## src/rtl/core/amtc_pkg.sv

```systemverilog
// Shared types and constants of the ALOHA MAC transmit controller.
// No dependencies; used by the channel interfaces and every RTL module.
`default_nettype none

package amtc_pkg;

  // MAC mode codes
  typedef enum logic [2:0] {
    MODE_IDLE  = 3'd0,
    MODE_WAIT  = 3'd1,
    MODE_TRY   = 3'd2,
    MODE_SLEEP = 3'd3,
    MODE_DOWN  = 3'd4
  } mode_t;

  // Event kinds on the input channel
  typedef enum logic [1:0] {
    KIND_TICK    = 2'd0,
    KIND_FRAME   = 2'd1,
    KIND_OUTCOME = 2'd2,
    KIND_REQUEST = 2'd3
  } kind_t;

  typedef enum logic [1:0] {
    RADIO_RX    = 2'd0,
    RADIO_SLEEP = 2'd1,
    RADIO_DOWN  = 2'd2
  } radio_t;

  typedef enum logic [1:0] {
    OUTC_NONE    = 2'd0,
    OUTC_SENT    = 2'd1,
    OUTC_DROPPED = 2'd2
  } outcome_t;

  // Configuration register indexes
  localparam logic [1:0] CFG_LOAD_FACTOR = 2'd0;
  localparam logic [1:0] CFG_MAX_RETRY   = 2'd1;
  localparam logic [1:0] CFG_LFSR_SEED   = 2'd2;

  // Request bit positions
  localparam int REQ_SLEEP = 0;
  localparam int REQ_WAKE  = 1;
  localparam int REQ_SHUT  = 2;
  localparam int REQ_START = 3;

  localparam logic [7:0]  LOAD_RESET    = 8'd5;
  localparam logic [3:0]  RETRY_RESET   = 4'd3;
  localparam logic [15:0] SEED_DEFAULT  = 16'd78;

  localparam int BACKOFF_W = 11;
  localparam int RETRY_W   = 5;

  // One input beat
  typedef struct packed {
    logic [1:0] kind;
    logic       attempt_ok;
    logic [3:0] request_bits;
  } item_t;

  // One result beat
  typedef struct packed {
    logic [2:0]         mac_mode;
    logic [1:0]         radio_mode;
    logic               start_attempt;
    logic               frame_accepted;
    logic [1:0]         frame_outcome;
    logic [RETRY_W-1:0] retries_used;
    logic               frame_waiting;
  } result_t;

  // Configuration seen by the step logic
  typedef struct packed {
    logic [7:0]  load_factor;
    logic [3:0]  max_retry;
    logic        seed_we;
    logic [15:0] seed_val;
  } cfg_t;

endpackage

`default_nettype wire

```

## src/rtl/core/amtc_ifs.sv

```systemverilog
// Valid/ready channel interfaces of the transmit controller: input events,
// results and configuration writes. Depends on amtc_pkg.
`default_nettype none

interface amtc_in_if import amtc_pkg::*; ();
  logic       valid;
  logic       ready;
  logic [1:0] kind;
  logic       attempt_ok;
  logic [3:0] request_bits;

  modport source (output valid, kind, attempt_ok, request_bits, input ready);
  modport sink   (input valid, kind, attempt_ok, request_bits, output ready);
endinterface

interface amtc_out_if import amtc_pkg::*; ();
  logic               valid;
  logic               ready;
  logic [2:0]         mac_mode;
  logic [1:0]         radio_mode;
  logic               start_attempt;
  logic               frame_accepted;
  logic [1:0]         frame_outcome;
  logic [RETRY_W-1:0] retries_used;
  logic               frame_waiting;

  modport source (output valid, mac_mode, radio_mode, start_attempt, frame_accepted,
                  frame_outcome, retries_used, frame_waiting, input ready);
  modport sink   (input valid, mac_mode, radio_mode, start_attempt, frame_accepted,
                  frame_outcome, retries_used, frame_waiting, output ready);
endinterface

interface amtc_cfg_if import amtc_pkg::*; ();
  logic        valid;
  logic        ready;
  logic [1:0]  index;
  logic [15:0] data;

  modport source (output valid, index, data, input ready);
  modport sink   (input valid, index, data, output ready);
endinterface

`default_nettype wire

```

## src/rtl/core/amtc_cfg_regs.sv

```systemverilog
// Configuration register file: load factor, retry limit, seed write strobe.
// Depends on amtc_pkg.
`default_nettype none

module amtc_cfg_regs import amtc_pkg::*; (
  input  wire logic        clk,
  input  wire logic        rst,
  input  wire logic        wr_valid,
  input  wire logic [1:0]  wr_index,
  input  wire logic [15:0] wr_data,
  output cfg_t             cfg
);

  logic [7:0] load_factor;
  logic [3:0] max_retry;
  logic       wr_load;
  logic       wr_retry;
  logic       wr_seed;

  // index decode
  always_comb begin
    wr_load  = wr_valid && (wr_index == CFG_LOAD_FACTOR);
    wr_retry = wr_valid && (wr_index == CFG_MAX_RETRY);
    wr_seed  = wr_valid && (wr_index == CFG_LFSR_SEED);
  end

  always_ff @(posedge clk) begin
    if (rst) begin
      load_factor <= LOAD_RESET;
      max_retry   <= RETRY_RESET;
    end else begin
      if (wr_load)  load_factor <= wr_data[7:0];
      if (wr_retry) max_retry   <= wr_data[3:0];
    end
  end

  // seed goes straight to the LFSR; zero maps to the default seed
  always_comb begin
    cfg.load_factor = load_factor;
    cfg.max_retry   = max_retry;
    cfg.seed_we     = wr_seed;
    cfg.seed_val    = (wr_data != 16'd0) ? wr_data : SEED_DEFAULT;
  end

endmodule

`default_nettype wire

```

## src/rtl/core/amtc_step.sv

```systemverilog
// MAC state registers and the combinational event update (mode machine,
// backoff draw, retry logic, request handling). Depends on amtc_pkg.
`default_nettype none

module amtc_step import amtc_pkg::*; (
  input  wire logic clk,
  input  wire logic rst,
  input  wire logic go,
  input  item_t     item,
  input  cfg_t      cfg,
  output result_t   res
);

  mode_t                mode_reg, mode_next;
  logic                 frame_pending, frame_pending_next;
  logic [RETRY_W-1:0]   retry_count, retry_count_next;
  logic [BACKOFF_W-1:0] backoff_left, backoff_left_next;
  logic [15:0]          random_reg, random_reg_next;
  logic [3:0]           pending_requests, pending_requests_next;

  logic [15:0]          lfsr_adv;
  logic [23:0]          prod;
  logic [BACKOFF_W-1:0] draw;
  logic                 start;
  logic                 accepted;
  outcome_t             outcome;
  radio_t               radio;

  // LFSR advance and scaled backoff draw: (lfsr * load * 8) >> 16
  always_comb begin
    lfsr_adv = {random_reg[0] ^ random_reg[2] ^ random_reg[3] ^ random_reg[5],
                random_reg[15:1]};
    prod     = 24'(lfsr_adv) * 24'(cfg.load_factor);
    draw     = prod[23:13];
  end

  // next state
  always_comb begin
    mode_next             = mode_reg;
    frame_pending_next    = frame_pending;
    retry_count_next      = retry_count;
    backoff_left_next     = backoff_left;
    random_reg_next       = random_reg;
    pending_requests_next = pending_requests;
    start                 = 1'b0;
    accepted              = 1'b0;
    outcome               = OUTC_NONE;

    // take in the event first
    if (item.kind == KIND_FRAME) begin
      if (!frame_pending) begin
        frame_pending_next = 1'b1;
        accepted           = 1'b1;
      end
    end else if (item.kind == KIND_REQUEST) begin
      pending_requests_next = pending_requests | item.request_bits;
    end

    case (mode_reg)
      MODE_IDLE: begin
        if (frame_pending_next) begin
          backoff_left_next = draw;
          random_reg_next   = lfsr_adv;
          mode_next         = MODE_WAIT;
        end else if (pending_requests_next[REQ_SLEEP]) begin
          pending_requests_next[REQ_SLEEP] = 1'b0;
          mode_next                        = MODE_SLEEP;
        end
      end
      MODE_WAIT: begin
        if (item.kind == KIND_TICK && backoff_left != '0)
          backoff_left_next = backoff_left - BACKOFF_W'(1);
        if (backoff_left_next == '0) begin
          mode_next = MODE_TRY;
          start     = 1'b1;
        end
      end
      MODE_TRY: begin
        if (item.kind == KIND_OUTCOME) begin
          if (item.attempt_ok) begin
            frame_pending_next = 1'b0;
            retry_count_next   = '0;
            outcome            = OUTC_SENT;
            mode_next          = MODE_IDLE;
          end else if (retry_count > {1'b0, cfg.max_retry}) begin
            frame_pending_next = 1'b0;
            retry_count_next   = '0;
            outcome            = OUTC_DROPPED;
            mode_next          = MODE_IDLE;
          end else begin
            backoff_left_next = draw;
            random_reg_next   = lfsr_adv;
            retry_count_next  = retry_count + RETRY_W'(1);
            mode_next         = MODE_WAIT;
          end
        end
      end
      MODE_SLEEP: begin
        if (pending_requests_next[REQ_WAKE]) begin
          pending_requests_next[REQ_WAKE] = 1'b0;
          mode_next                       = MODE_IDLE;
        end
      end
      MODE_DOWN: begin
      end
      default: mode_next = MODE_IDLE;
    endcase

    // shutdown applies in any mode
    if (pending_requests_next[REQ_SHUT]) begin
      frame_pending_next              = 1'b0;
      backoff_left_next               = '0;
      retry_count_next                = '0;
      pending_requests_next[REQ_SHUT] = 1'b0;
      mode_next                       = MODE_DOWN;
    end
    if (pending_requests_next[REQ_START] && mode_next == MODE_DOWN) begin
      pending_requests_next[REQ_START] = 1'b0;
      mode_next                        = MODE_IDLE;
    end
  end

  // result of this step
  always_comb begin
    case (mode_next)
      MODE_SLEEP: radio = RADIO_SLEEP;
      MODE_DOWN:  radio = RADIO_DOWN;
      default:    radio = RADIO_RX;
    endcase
    res.mac_mode       = mode_next;
    res.radio_mode     = radio;
    res.start_attempt  = start;
    res.frame_accepted = accepted;
    res.frame_outcome  = outcome;
    res.retries_used   = retry_count_next;
    res.frame_waiting  = frame_pending_next;
  end

  always_ff @(posedge clk) begin
    if (rst) begin
      mode_reg         <= MODE_IDLE;
      frame_pending    <= 1'b0;
      retry_count      <= '0;
      backoff_left     <= '0;
      random_reg       <= SEED_DEFAULT;
      pending_requests <= '0;
    end else begin
      if (go) begin
        mode_reg         <= mode_next;
        frame_pending    <= frame_pending_next;
        retry_count      <= retry_count_next;
        backoff_left     <= backoff_left_next;
        pending_requests <= pending_requests_next;
      end
      if (cfg.seed_we)
        random_reg <= cfg.seed_val;
      else if (go)
        random_reg <= random_reg_next;
    end
  end

endmodule

`default_nettype wire

```

## src/rtl/core/aloha_mac_tx_controller_top.sv

```systemverilog
// Top level of the ALOHA MAC transmit controller: input register, step
// logic, result register. Depends on amtc_pkg, amtc_ifs, amtc_cfg_regs, amtc_step.
//
// Usage:
//   in_ch  : one event per beat (tick, frame queued, attempt outcome, requests).
//   out_ch : exactly one result beat per event, in order.
//   cfg    : register writes (0 load factor, 1 max retry, 2 LFSR seed); always
//            ready; write only while no event is in flight.
// Path: an event accepted on in_ch passes the input register, then the result register.
// Throughput: one event per cycle while out_ch does not stall; the update of the MAC
//   state registers is a loop through the LFSR step and one 16x8 backoff multiply.
// Reset (rst, synchronous): idle mode, no frame, retry count and backoff
//   zero, LFSR at 78, registers at defaults; both pipeline stages empty.
// Stall: while out_ch is not ready the result holds; one more event is kept
//   in the input register, after which in_ch.ready drops.
`default_nettype none

module aloha_mac_tx_controller_top import amtc_pkg::*; (
  input  wire logic clk,
  input  wire logic rst,
  amtc_in_if.sink   in_ch,
  amtc_out_if.source out_ch,
  amtc_cfg_if.sink  cfg
);

  logic    ireg_valid;
  item_t   ireg;
  item_t   item_in;
  logic    step_go;
  logic    ovalid;
  result_t ores;
  result_t step_res;
  cfg_t    cfg_bus;

  // handshake: step runs when the result register is free or drains
  always_comb begin
    step_go     = ireg_valid && (!ovalid || out_ch.ready);
    in_ch.ready = !ireg_valid || step_go;
    cfg.ready   = 1'b1;
    item_in.kind         = in_ch.kind;
    item_in.attempt_ok   = in_ch.attempt_ok;
    item_in.request_bits = in_ch.request_bits;
  end

  // input register
  always_ff @(posedge clk) begin
    if (rst) begin
      ireg_valid <= 1'b0;
    end else if (in_ch.ready) begin
      ireg_valid <= in_ch.valid;
    end
  end

  always_ff @(posedge clk) begin
    if (in_ch.ready && in_ch.valid) ireg <= item_in;
  end

  amtc_cfg_regs u_cfg (
    .clk      (clk),
    .rst      (rst),
    .wr_valid (cfg.valid),
    .wr_index (cfg.index),
    .wr_data  (cfg.data),
    .cfg      (cfg_bus)
  );

  amtc_step u_step (
    .clk  (clk),
    .rst  (rst),
    .go   (step_go),
    .item (ireg),
    .cfg  (cfg_bus),
    .res  (step_res)
  );

  // result register
  always_ff @(posedge clk) begin
    if (rst) begin
      ovalid <= 1'b0;
    end else if (step_go) begin
      ovalid <= 1'b1;
    end else if (out_ch.ready) begin
      ovalid <= 1'b0;
    end
  end

  always_ff @(posedge clk) begin
    if (step_go) ores <= step_res;
  end

  always_comb begin
    out_ch.valid          = ovalid;
    out_ch.mac_mode       = ores.mac_mode;
    out_ch.radio_mode     = ores.radio_mode;
    out_ch.start_attempt  = ores.start_attempt;
    out_ch.frame_accepted = ores.frame_accepted;
    out_ch.frame_outcome  = ores.frame_outcome;
    out_ch.retries_used   = ores.retries_used;
    out_ch.frame_waiting  = ores.frame_waiting;
  end

`ifndef SYNTH
  // a step always leaves a result behind
  a_step_fills_out: assert property (@(posedge clk) disable iff (rst)
    step_go |=> out_ch.valid)
    else $error("step result not presented");

  // input backpressure only when both stages are full and the sink stalls
  a_ready_low_cause: assert property (@(posedge clk) disable iff (rst)
    !in_ch.ready |-> (ireg_valid && out_ch.valid && !out_ch.ready))
    else $error("input stalled without cause");

  // a finished frame leaves no frame and no retries behind
  a_outcome_clears: assert property (@(posedge clk) disable iff (rst)
    (out_ch.valid && out_ch.frame_outcome != OUTC_NONE)
      |-> (!out_ch.frame_waiting && out_ch.retries_used == '0))
    else $error("frame outcome left state behind");
`endif

endmodule

`default_nettype wire

```

## src/flat_wrapper.sv

```systemverilog
// flat-port wrapper written by rule: the top's interface ports become plain ports
module aloha_mac_tx_controller_top_flat import amtc_pkg::*;
  (clk, rst, in_ch_valid, in_ch_kind, in_ch_attempt_ok, in_ch_request_bits, in_ch_ready, out_ch_valid, out_ch_mac_mode, out_ch_radio_mode, out_ch_start_attempt, out_ch_frame_accepted, out_ch_frame_outcome, out_ch_retries_used, out_ch_frame_waiting, out_ch_ready, cfg_valid, cfg_index, cfg_data, cfg_ready);
  amtc_in_if in_ch_i ();
  amtc_out_if out_ch_i ();
  amtc_cfg_if cfg_i ();
  input  wire logic clk;
  input  wire logic rst;
  input wire logic [$bits(in_ch_i.valid)-1:0] in_ch_valid;
  input wire logic [$bits(in_ch_i.kind)-1:0] in_ch_kind;
  input wire logic [$bits(in_ch_i.attempt_ok)-1:0] in_ch_attempt_ok;
  input wire logic [$bits(in_ch_i.request_bits)-1:0] in_ch_request_bits;
  output wire logic [$bits(in_ch_i.ready)-1:0] in_ch_ready;
  output wire logic [$bits(out_ch_i.valid)-1:0] out_ch_valid;
  output wire logic [$bits(out_ch_i.mac_mode)-1:0] out_ch_mac_mode;
  output wire logic [$bits(out_ch_i.radio_mode)-1:0] out_ch_radio_mode;
  output wire logic [$bits(out_ch_i.start_attempt)-1:0] out_ch_start_attempt;
  output wire logic [$bits(out_ch_i.frame_accepted)-1:0] out_ch_frame_accepted;
  output wire logic [$bits(out_ch_i.frame_outcome)-1:0] out_ch_frame_outcome;
  output wire logic [$bits(out_ch_i.retries_used)-1:0] out_ch_retries_used;
  output wire logic [$bits(out_ch_i.frame_waiting)-1:0] out_ch_frame_waiting;
  input wire logic [$bits(out_ch_i.ready)-1:0] out_ch_ready;
  input wire logic [$bits(cfg_i.valid)-1:0] cfg_valid;
  input wire logic [$bits(cfg_i.index)-1:0] cfg_index;
  input wire logic [$bits(cfg_i.data)-1:0] cfg_data;
  output wire logic [$bits(cfg_i.ready)-1:0] cfg_ready;
  assign in_ch_i.valid = in_ch_valid;
  assign in_ch_i.kind = in_ch_kind;
  assign in_ch_i.attempt_ok = in_ch_attempt_ok;
  assign in_ch_i.request_bits = in_ch_request_bits;
  assign in_ch_ready = in_ch_i.ready;
  assign out_ch_valid = out_ch_i.valid;
  assign out_ch_mac_mode = out_ch_i.mac_mode;
  assign out_ch_radio_mode = out_ch_i.radio_mode;
  assign out_ch_start_attempt = out_ch_i.start_attempt;
  assign out_ch_frame_accepted = out_ch_i.frame_accepted;
  assign out_ch_frame_outcome = out_ch_i.frame_outcome;
  assign out_ch_retries_used = out_ch_i.retries_used;
  assign out_ch_frame_waiting = out_ch_i.frame_waiting;
  assign out_ch_i.ready = out_ch_ready;
  assign cfg_i.valid = cfg_valid;
  assign cfg_i.index = cfg_index;
  assign cfg_i.data = cfg_data;
  assign cfg_ready = cfg_i.ready;
  aloha_mac_tx_controller_top u_core (.clk(clk), .rst(rst), .in_ch(in_ch_i), .out_ch(out_ch_i), .cfg(cfg_i));
endmodule
```

## config.mk

```make
export PLATFORM = sky130hd
export DESIGN_NAME = aloha_mac_tx_controller_top_flat
export DESIGN_NICKNAME = d
export VERILOG_FILES = /design/src/rtl/core/amtc_pkg.sv /design/src/rtl/core/amtc_ifs.sv /design/src/rtl/core/amtc_cfg_regs.sv /design/src/rtl/core/amtc_step.sv /design/src/rtl/core/aloha_mac_tx_controller_top.sv /design/src/flat_wrapper.sv
export SDC_FILE = /design/constraint.sdc
export NUM_CORES = 1
export LEC_CHECK = 0
export BUFFER_PORTS_ARGS = -buffer_cell sky130_fd_sc_hd__buf_2
export CORE_MARGIN = 2
export CORE_UTILIZATION = 35
export DETAILED_ROUTE_END_ITERATION = 6
export GPL_ROUTABILITY_DRIVEN = 0
export PLACE_DENSITY_LB_ADDON = 0.2
export RECOVER_POWER = 100
export SLEW_MARGIN = 20
export SYNTH_ARGS = -nofsm -noshare
export SYNTH_HDL_FRONTEND = slang
export SYNTH_SLANG_ARGS = --single-unit
```

## constraint.sdc

```tcl
create_clock -name clk -period 6.7 [get_ports clk]
set_clock_uncertainty 0.05 [all_clocks]
set_input_delay 1.34 -clock clk [delete_from_list [all_inputs] [get_ports clk]]
set_output_delay 1.34 -clock clk [all_outputs]
set_load 0.02 [all_outputs]
```

==> reports/results.tsv, run 1 <==
stage	metric	value	unit
die	start_util	35.5	%
routing	routed_wl	19.7	mm
clock_network	clkTransAtPathRegs	60	ps
die	die_y	152	um
sta	tightest_slew	1870	ps
synth	yosys_register_bits	75	
global_route	grt_pass1_wl	33.7	mm
place	numPortBuffers	46	
power_and_ir_drop	comb_power_share	26.0	%
sta	slew_violations	35	
run_status	violations	capacitance limit, slew limit	
synth	synth.avg_cell_area	8.85	um^2
critical_path	cp.arrival	5670	ps
power_and_ir_drop	pwr-share-clk	36.6	%
routing	wl_met1	9.76	mm
critical_path	end_kind	register	
finish	nNetsFinal	1053	
clock_network	clk_latency	350	ps
finish	postLayoutCoreUtil	38.5	%
finish	layout.area.seq	1720	um^2
sta	tns	0	ps
routing	drt_iter0_drc	350	
sta	hold_viol	0	
global_route	grt_max_degree	35	
worst_hold_path	hold_path_class	register to register	
clock_network	cts_hold_buf	0	
clock_network	postCtsSetupBuffers	0	
sta	period_minus_slack	5440	ps
critical_path	path_max_fanout	11	
die	core_area	21800	um^2
finish	fillers	2296	
critical_path	cp-start-kind	register	
synth	async_flop_share	0	%
power_and_ir_drop	intPower	0.922	mW
worst_hold_path	min-delay-start	u_core.u_cfg.max_retry[0]	
die	die_width	152	um
routing	drc	0	
global_route	grt_pass1_vias	6367	
sta	relSlewSlack	-24.8	%
synth	syn-cell-area	7720	um^2
finish	synthToLayoutAreaGrowth	8.41	%
place	dpl.hpwl	14.9	mm
synth	synth_nets	1032	
power_and_ir_drop	swShare	34.1	%
clock_network	htreeDepth	3	
finish	largest_reg_flops	16	
synth	seq_area_frac_synth	22.3	%
routing	wl_met3	816	um
critical_path	worstSetupPathType	register to register	
routing	wire_per_inst	16.7	um
routing	viasPerCell	5.26	
power_and_ir_drop	pwr-share-seq	37.4	%
critical_path	r2r_start	u_core.u_step.random_reg[5]	
power_and_ir_drop	p_sw	0.476	mW
sta	finalCritPeriodShare	81.2	%
routing	dr.max_layer_used	met4	
global_route	antenna_found_initial	0	
flow_run	drv_cap	1	
synth	synth_top_area_share	21.5	%
clock_network	cts-root-buf	clkbuf_16	
power_and_ir_drop	p_per_area	167	nW/um^2
die	io_pins	48	
critical_path	crit_path_start	u_core.u_step.random_reg[5]	
synth	synth_largest_area_cell	fa_1	
synth	synth_edf_count	22	
power_and_ir_drop	leakage	3.71	nW
clock_network	cts_tree	done	
synth	synth_cells	872	
routing	vias	6192	
power_and_ir_drop	ir_drop	0.000105	V
sta	max_freq	184	MHz
synth	synth_cell_types	80	
finish	drive_above_1_share	7.24	%
clock_network	numCtsBuffers	9	
die	die_area	23300	um^2
clock_network	ctsResizeCount	0	
finish	diodes	0	
run_status	status	complete, but fails checks	
clock_network	clock_sinks	75	
global_route	grtUsageTotal	17.9	%
clock_network	clockBufferDepth	2	
synth	synthTopCellsByArea	fa_1 (22%), dfxtp_1 (14%), and2_1 (8.6%)	
critical_path	critPathRequiredTime	6930	ps
routing	drtAntennaViolNets	0	
global_route	overflow	0	
synth	ys_warn_count	0	
finish	multi_input_area	5370	um^2
routing	drt_pass1_iterations	5	
sta	setup_violations	0	
die	num_rows	54	
synth	synth-main-ff-cell	dfxtp_1	
sta	rsz0062_at_grt	no	
routing	dr_wl_met2	8.88	mm
worst max-delay path, cell delays in order (launching register included):
cell and delay [ps]:
dfxtp_1 520, xor2_1 130, xnor2_1 660, and2_0 260
fa_1 430, fa_1 500, fa_1 480, inv_1 50
fa_1 470, inv_1 40, ha_1 350, nand2_1 80
or2_2 270, nor3_1 360, a21oi_1 210, mux2_1 370
a22oi_2 140
cells by family after synthesis:
| kind of cell | after synthesis | share of synthesized area [%] |
|---|---|---|
| muxes | 17 | 2.29 |
| buffers and inverters | 145 | 7.73 |
| DFF | 75 | 22.3 |
| and+or+nand+nor | 329 | 22.9 |
| AOI/OAI and AO/OA | 164 | 14.4 |
| other | 1 | 0.0486 |
| xor gates and xnor gates | 11 | 1.25 |
| adders and majority gates | 130 | 29.2 |
per-stage QoR:
stage	hold WS [ps]	area, um^2	cells	worst slack [ps]	power [mW]
after global routing	473	8370	1178	798	1.49
after CTS	437	8430	1178	1410	1.42
after floorplan	399	7720	872	2030	0.798
final	433	8370	1178	1260	1.40
after global placement	416	8130	1162	1530	0.901
after detailed placement	420	8130	1162	1440	0.902
cells in the mapped netlist (all sizes together), types with 6 or more instances:
cell type,instances
a211oi,6
a21o,6
a21oi,38
a31oi,21
and2,112
and3,9
buf,11
clkbuf,30
dfxtp,53
edfxtp,22
fa,83
ha,47
inv,102
mux2i,15
nand2,78
nand3,17
nand4,6
nor2,50
nor3,14
nor4,8
o211ai,6
o21ai,37
o31ai,10
xnor2,6
final cells by class:
class / instances / area share (%)
flip-flops and latches: 75 / 20.6
clock inverters: 7 / 0.897
repair buffers: 52 / 2.83
multi-input cells: 652 / 64.2
well taps: 280 / 4.19
inverters: 103 / 4.62
clock buffers: 9 / 2.69
power by group through the flow:
stage	combinational (mW)	clock, mW	sequential (mW)
detailed placement	0.369	0	0.533
global placement	0.369	0	0.533
finish	0.364	0.511	0.523
floorplan	0.283	0	0.515
CTS	0.371	0.525	0.523
global route	0.424	0.543	0.528
cells in the final DEF, fill, tap and decap left out, types with 5 or more instances in the layout:
master and n:
nand2_1 77, nand4_1 6, edfxtp_1 22, or3_1 5
and2_2 5, and2_1 103, o21ai_0 33, dfxtp_1 53
o31ai_1 8, xor2_1 5, a21o_1 6, buf_2 27
a31oi_1 21, ha_1 47, o211ai_1 6, nand2b_1 5
xnor2_1 6, clkbuf_1 23, and3_1 9, inv_1 102
nand3_1 17, fa_1 83, nand3b_1 5, a211oi_1 6
clkbuf_16 9, nor2_1 50, mux2i_1 15, nor4_1 8
nor3_1 13, a21oi_1 38
final timing paths:
kind | end | slack, ps | cells after the start
setup / recovery | u_core.u_step.backoff_left[9] | 1260 | 16
hold / removal | u_core.u_cfg.max_retry[0] | 430 | 2
setup reg to reg | u_core.u_step.backoff_left[9] | 1260 | 16
hold reg to reg | u_core.u_cfg.max_retry[0] | 430 | 2
per-layer routing:
layer  vias up  track usage (%)
met5         -                0
met3        19             3.24
met4         0             4.19
met2       105             28.7
met1      3087             25.3
li1       2981                -
No activity file was read; power rests on OpenSTA's default activity.
==> run 2: changes to the inputs <==
==> constraint.sdc (replaced) <==
create_clock -name clk -period 5.37 [get_ports clk]
set_clock_uncertainty 0.05 [all_clocks]
set_input_delay 1.074 -clock clk [delete_from_list [all_inputs] [get_ports clk]]
set_output_delay 1.074 -clock clk [all_outputs]
set_load 0.02 [all_outputs]
==> reports/results.tsv, run 2 (synthesis gave the netlist of run 1 again) <==
stage	metric	value	unit
run_status	status	complete, but fails checks	
run_status	violations	capacitance limit, slew limit	
critical_path	cp.arrival	5270	ps
global_route	grt_pass1_vias	6424	
critical_path	end_kind	register	
routing	vias	6145	
sta	rsz0062_at_grt	no	
flow_run	drv_cap	1	
die	die_area	23300	um^2
critical_path	worstSetupPathType	register to register	
place	dpl.hpwl	15.3	mm
clock_network	clockBufferDepth	2	
finish	final_common_cell	and2_1	
clock_network	clkTransAtPathRegs	70	ps
die	io_pins	48	
sta	holdWs	443	ps
critical_path	crit_path_start	u_core.u_cfg.load_factor[4]	
critical_path	cp-start-kind	register	
clock_network	htreeDepth	3	
place	place_ws	288	ps
clock_network	postCtsSetupBuffers	0	
routing	drt_pass1_iterations	5	
global_route	antenna_found_initial	0	
sta	period_minus_slack	5040	ps
global_route	grt_pass1_wl	34.8	mm
clock_network	numCtsBuffers	9	
sta	finalCritPeriodShare	93.9	%
worst_hold_path	min-delay-start	u_core.u_cfg.max_retry[0]	
sta	max_freq	198	MHz
critical_path	r2r_start	u_core.u_cfg.load_factor[4]	
sta	relSlewSlack	-26.0	%
clock_network	clock_sinks	75	
global_route	overflow	0	
finish	drive_above_1_share	8.54	%
finish	largest_reg_flops	16	
worst_hold_path	hold_path_class	register to register	
die	core_area	21800	um^2
die	die_width	152	um
power_and_ir_drop	p_per_area	208	nW/um^2
global_route	grt_max_degree	35	
sta	setup_violations	0	
sta	setup_slack	329	ps
place	numPortBuffers	46	
sta	hold_viol	0	
finish	diodes	0	
die	num_rows	54	
power_and_ir_drop	leakage	3.76	nW
routing	drtAntennaViolNets	0	
routing	wire_per_inst	17.2	um
die	start_util	35.5	%
routing	drc	0	
sta	slew_violations	35	
sta	tightest_slew	1890	ps
finish	final_cell_mix	and2_1 (104), inv_1 (102), fa_1 (83)	
finish	fillers	2235	
routing	drt_iter0_drc	405	
critical_path	critPathRequiredTime	5600	ps
die	die_y	152	um
sta	tns	0	ps
global_route	grtUsageTotal	18.6	%
finish	nNetsFinal	1057	
routing	viasPerCell	5.20	
power_and_ir_drop	ir_drop	0.000118	V
clock_network	cts-root-buf	clkbuf_16	
clock_network	cts_tree	done	
finish	synthToLayoutAreaGrowth	9.03	%
clock_network	clk_latency	350	ps
routing	routed_wl	20.4	mm
critical_path	path_max_fanout	17	
-- run 2: worst paths after layout --
check / end / slack (ps) / cells after the start
worst max-delay path: u_core.u_step.backoff_left[9] / 330 / 15
worst min-delay path: u_core.u_cfg.max_retry[0] / 440 / 2
worst max register to register: u_core.u_step.backoff_left[9] / 330 / 15
worst min register to register: u_core.u_cfg.max_retry[0] / 440 / 2
-- run 2: worst max-delay path: stages, from the launching register on --
cell and delay, ps:
dfxtp_1 740, and2_1 260, fa_1 420, fa_1 470, fa_1 540, inv_1 50, fa_1 530, inv_1 40
ha_1 330, a211oi_1 340, o211ai_1 160, o21ai_1 210, nor3_2 120, a21oi_2 230, mux2_4 330, a22oi_2 140
-- run 2: final cells by class --
type                            count  area, um^2  area share (%)
Multi-Input combinational cell    652        5380            64.0
Sequential cell                    75        1730            20.5
Inverter                          103         387            4.59
Tap cell                          280         350            4.16
Timing Repair Buffer               56         274            3.26
Clock buffer                       10         229            2.72
Clock inverter                      6        65.1           0.773
-- run 2: timing repair --
action / CTS / global route
hold endpoints to repair: 0 / 0
endpoints found under the setup margin: 0 / 2
hold buffers: 0 / 0
resized for setup: 0 / 3
-- run 2: metal layers --
layer	wire length (um)	track usage, %	vias to the layer above
met5	0	0	-
met4	206	3.66	0
met3	586	2.36	12
met2	9250	29.8	90
met1	10300	27.4	3049
li1	-	-	2994
-- run 2: metrics by stage --
stage | cell area (um^2) | cells | power [mW] | utilization, %
global placement | 8160 | 1166 | 1.13 | 37.5
detailed placement | 8160 | 1166 | 1.14 | 37.5
finish | 8410 | 1182 | 1.75 | 38.7
CTS | 8460 | 1182 | 1.78 | 38.9
floorplan | 7720 | 872 | 0.995 | -
global route | 8410 | 1182 | 1.87 | 38.7
-- run 2: where the power goes --
group / switching [mW] / total [mW] / internal, mW
clock network: 0.270 / 0.632 / 0.362
logic: 0.283 / 0.470 / 0.186
registers: 0.0438 / 0.652 / 0.608
total: 0.597 / 1.75 / 1.16
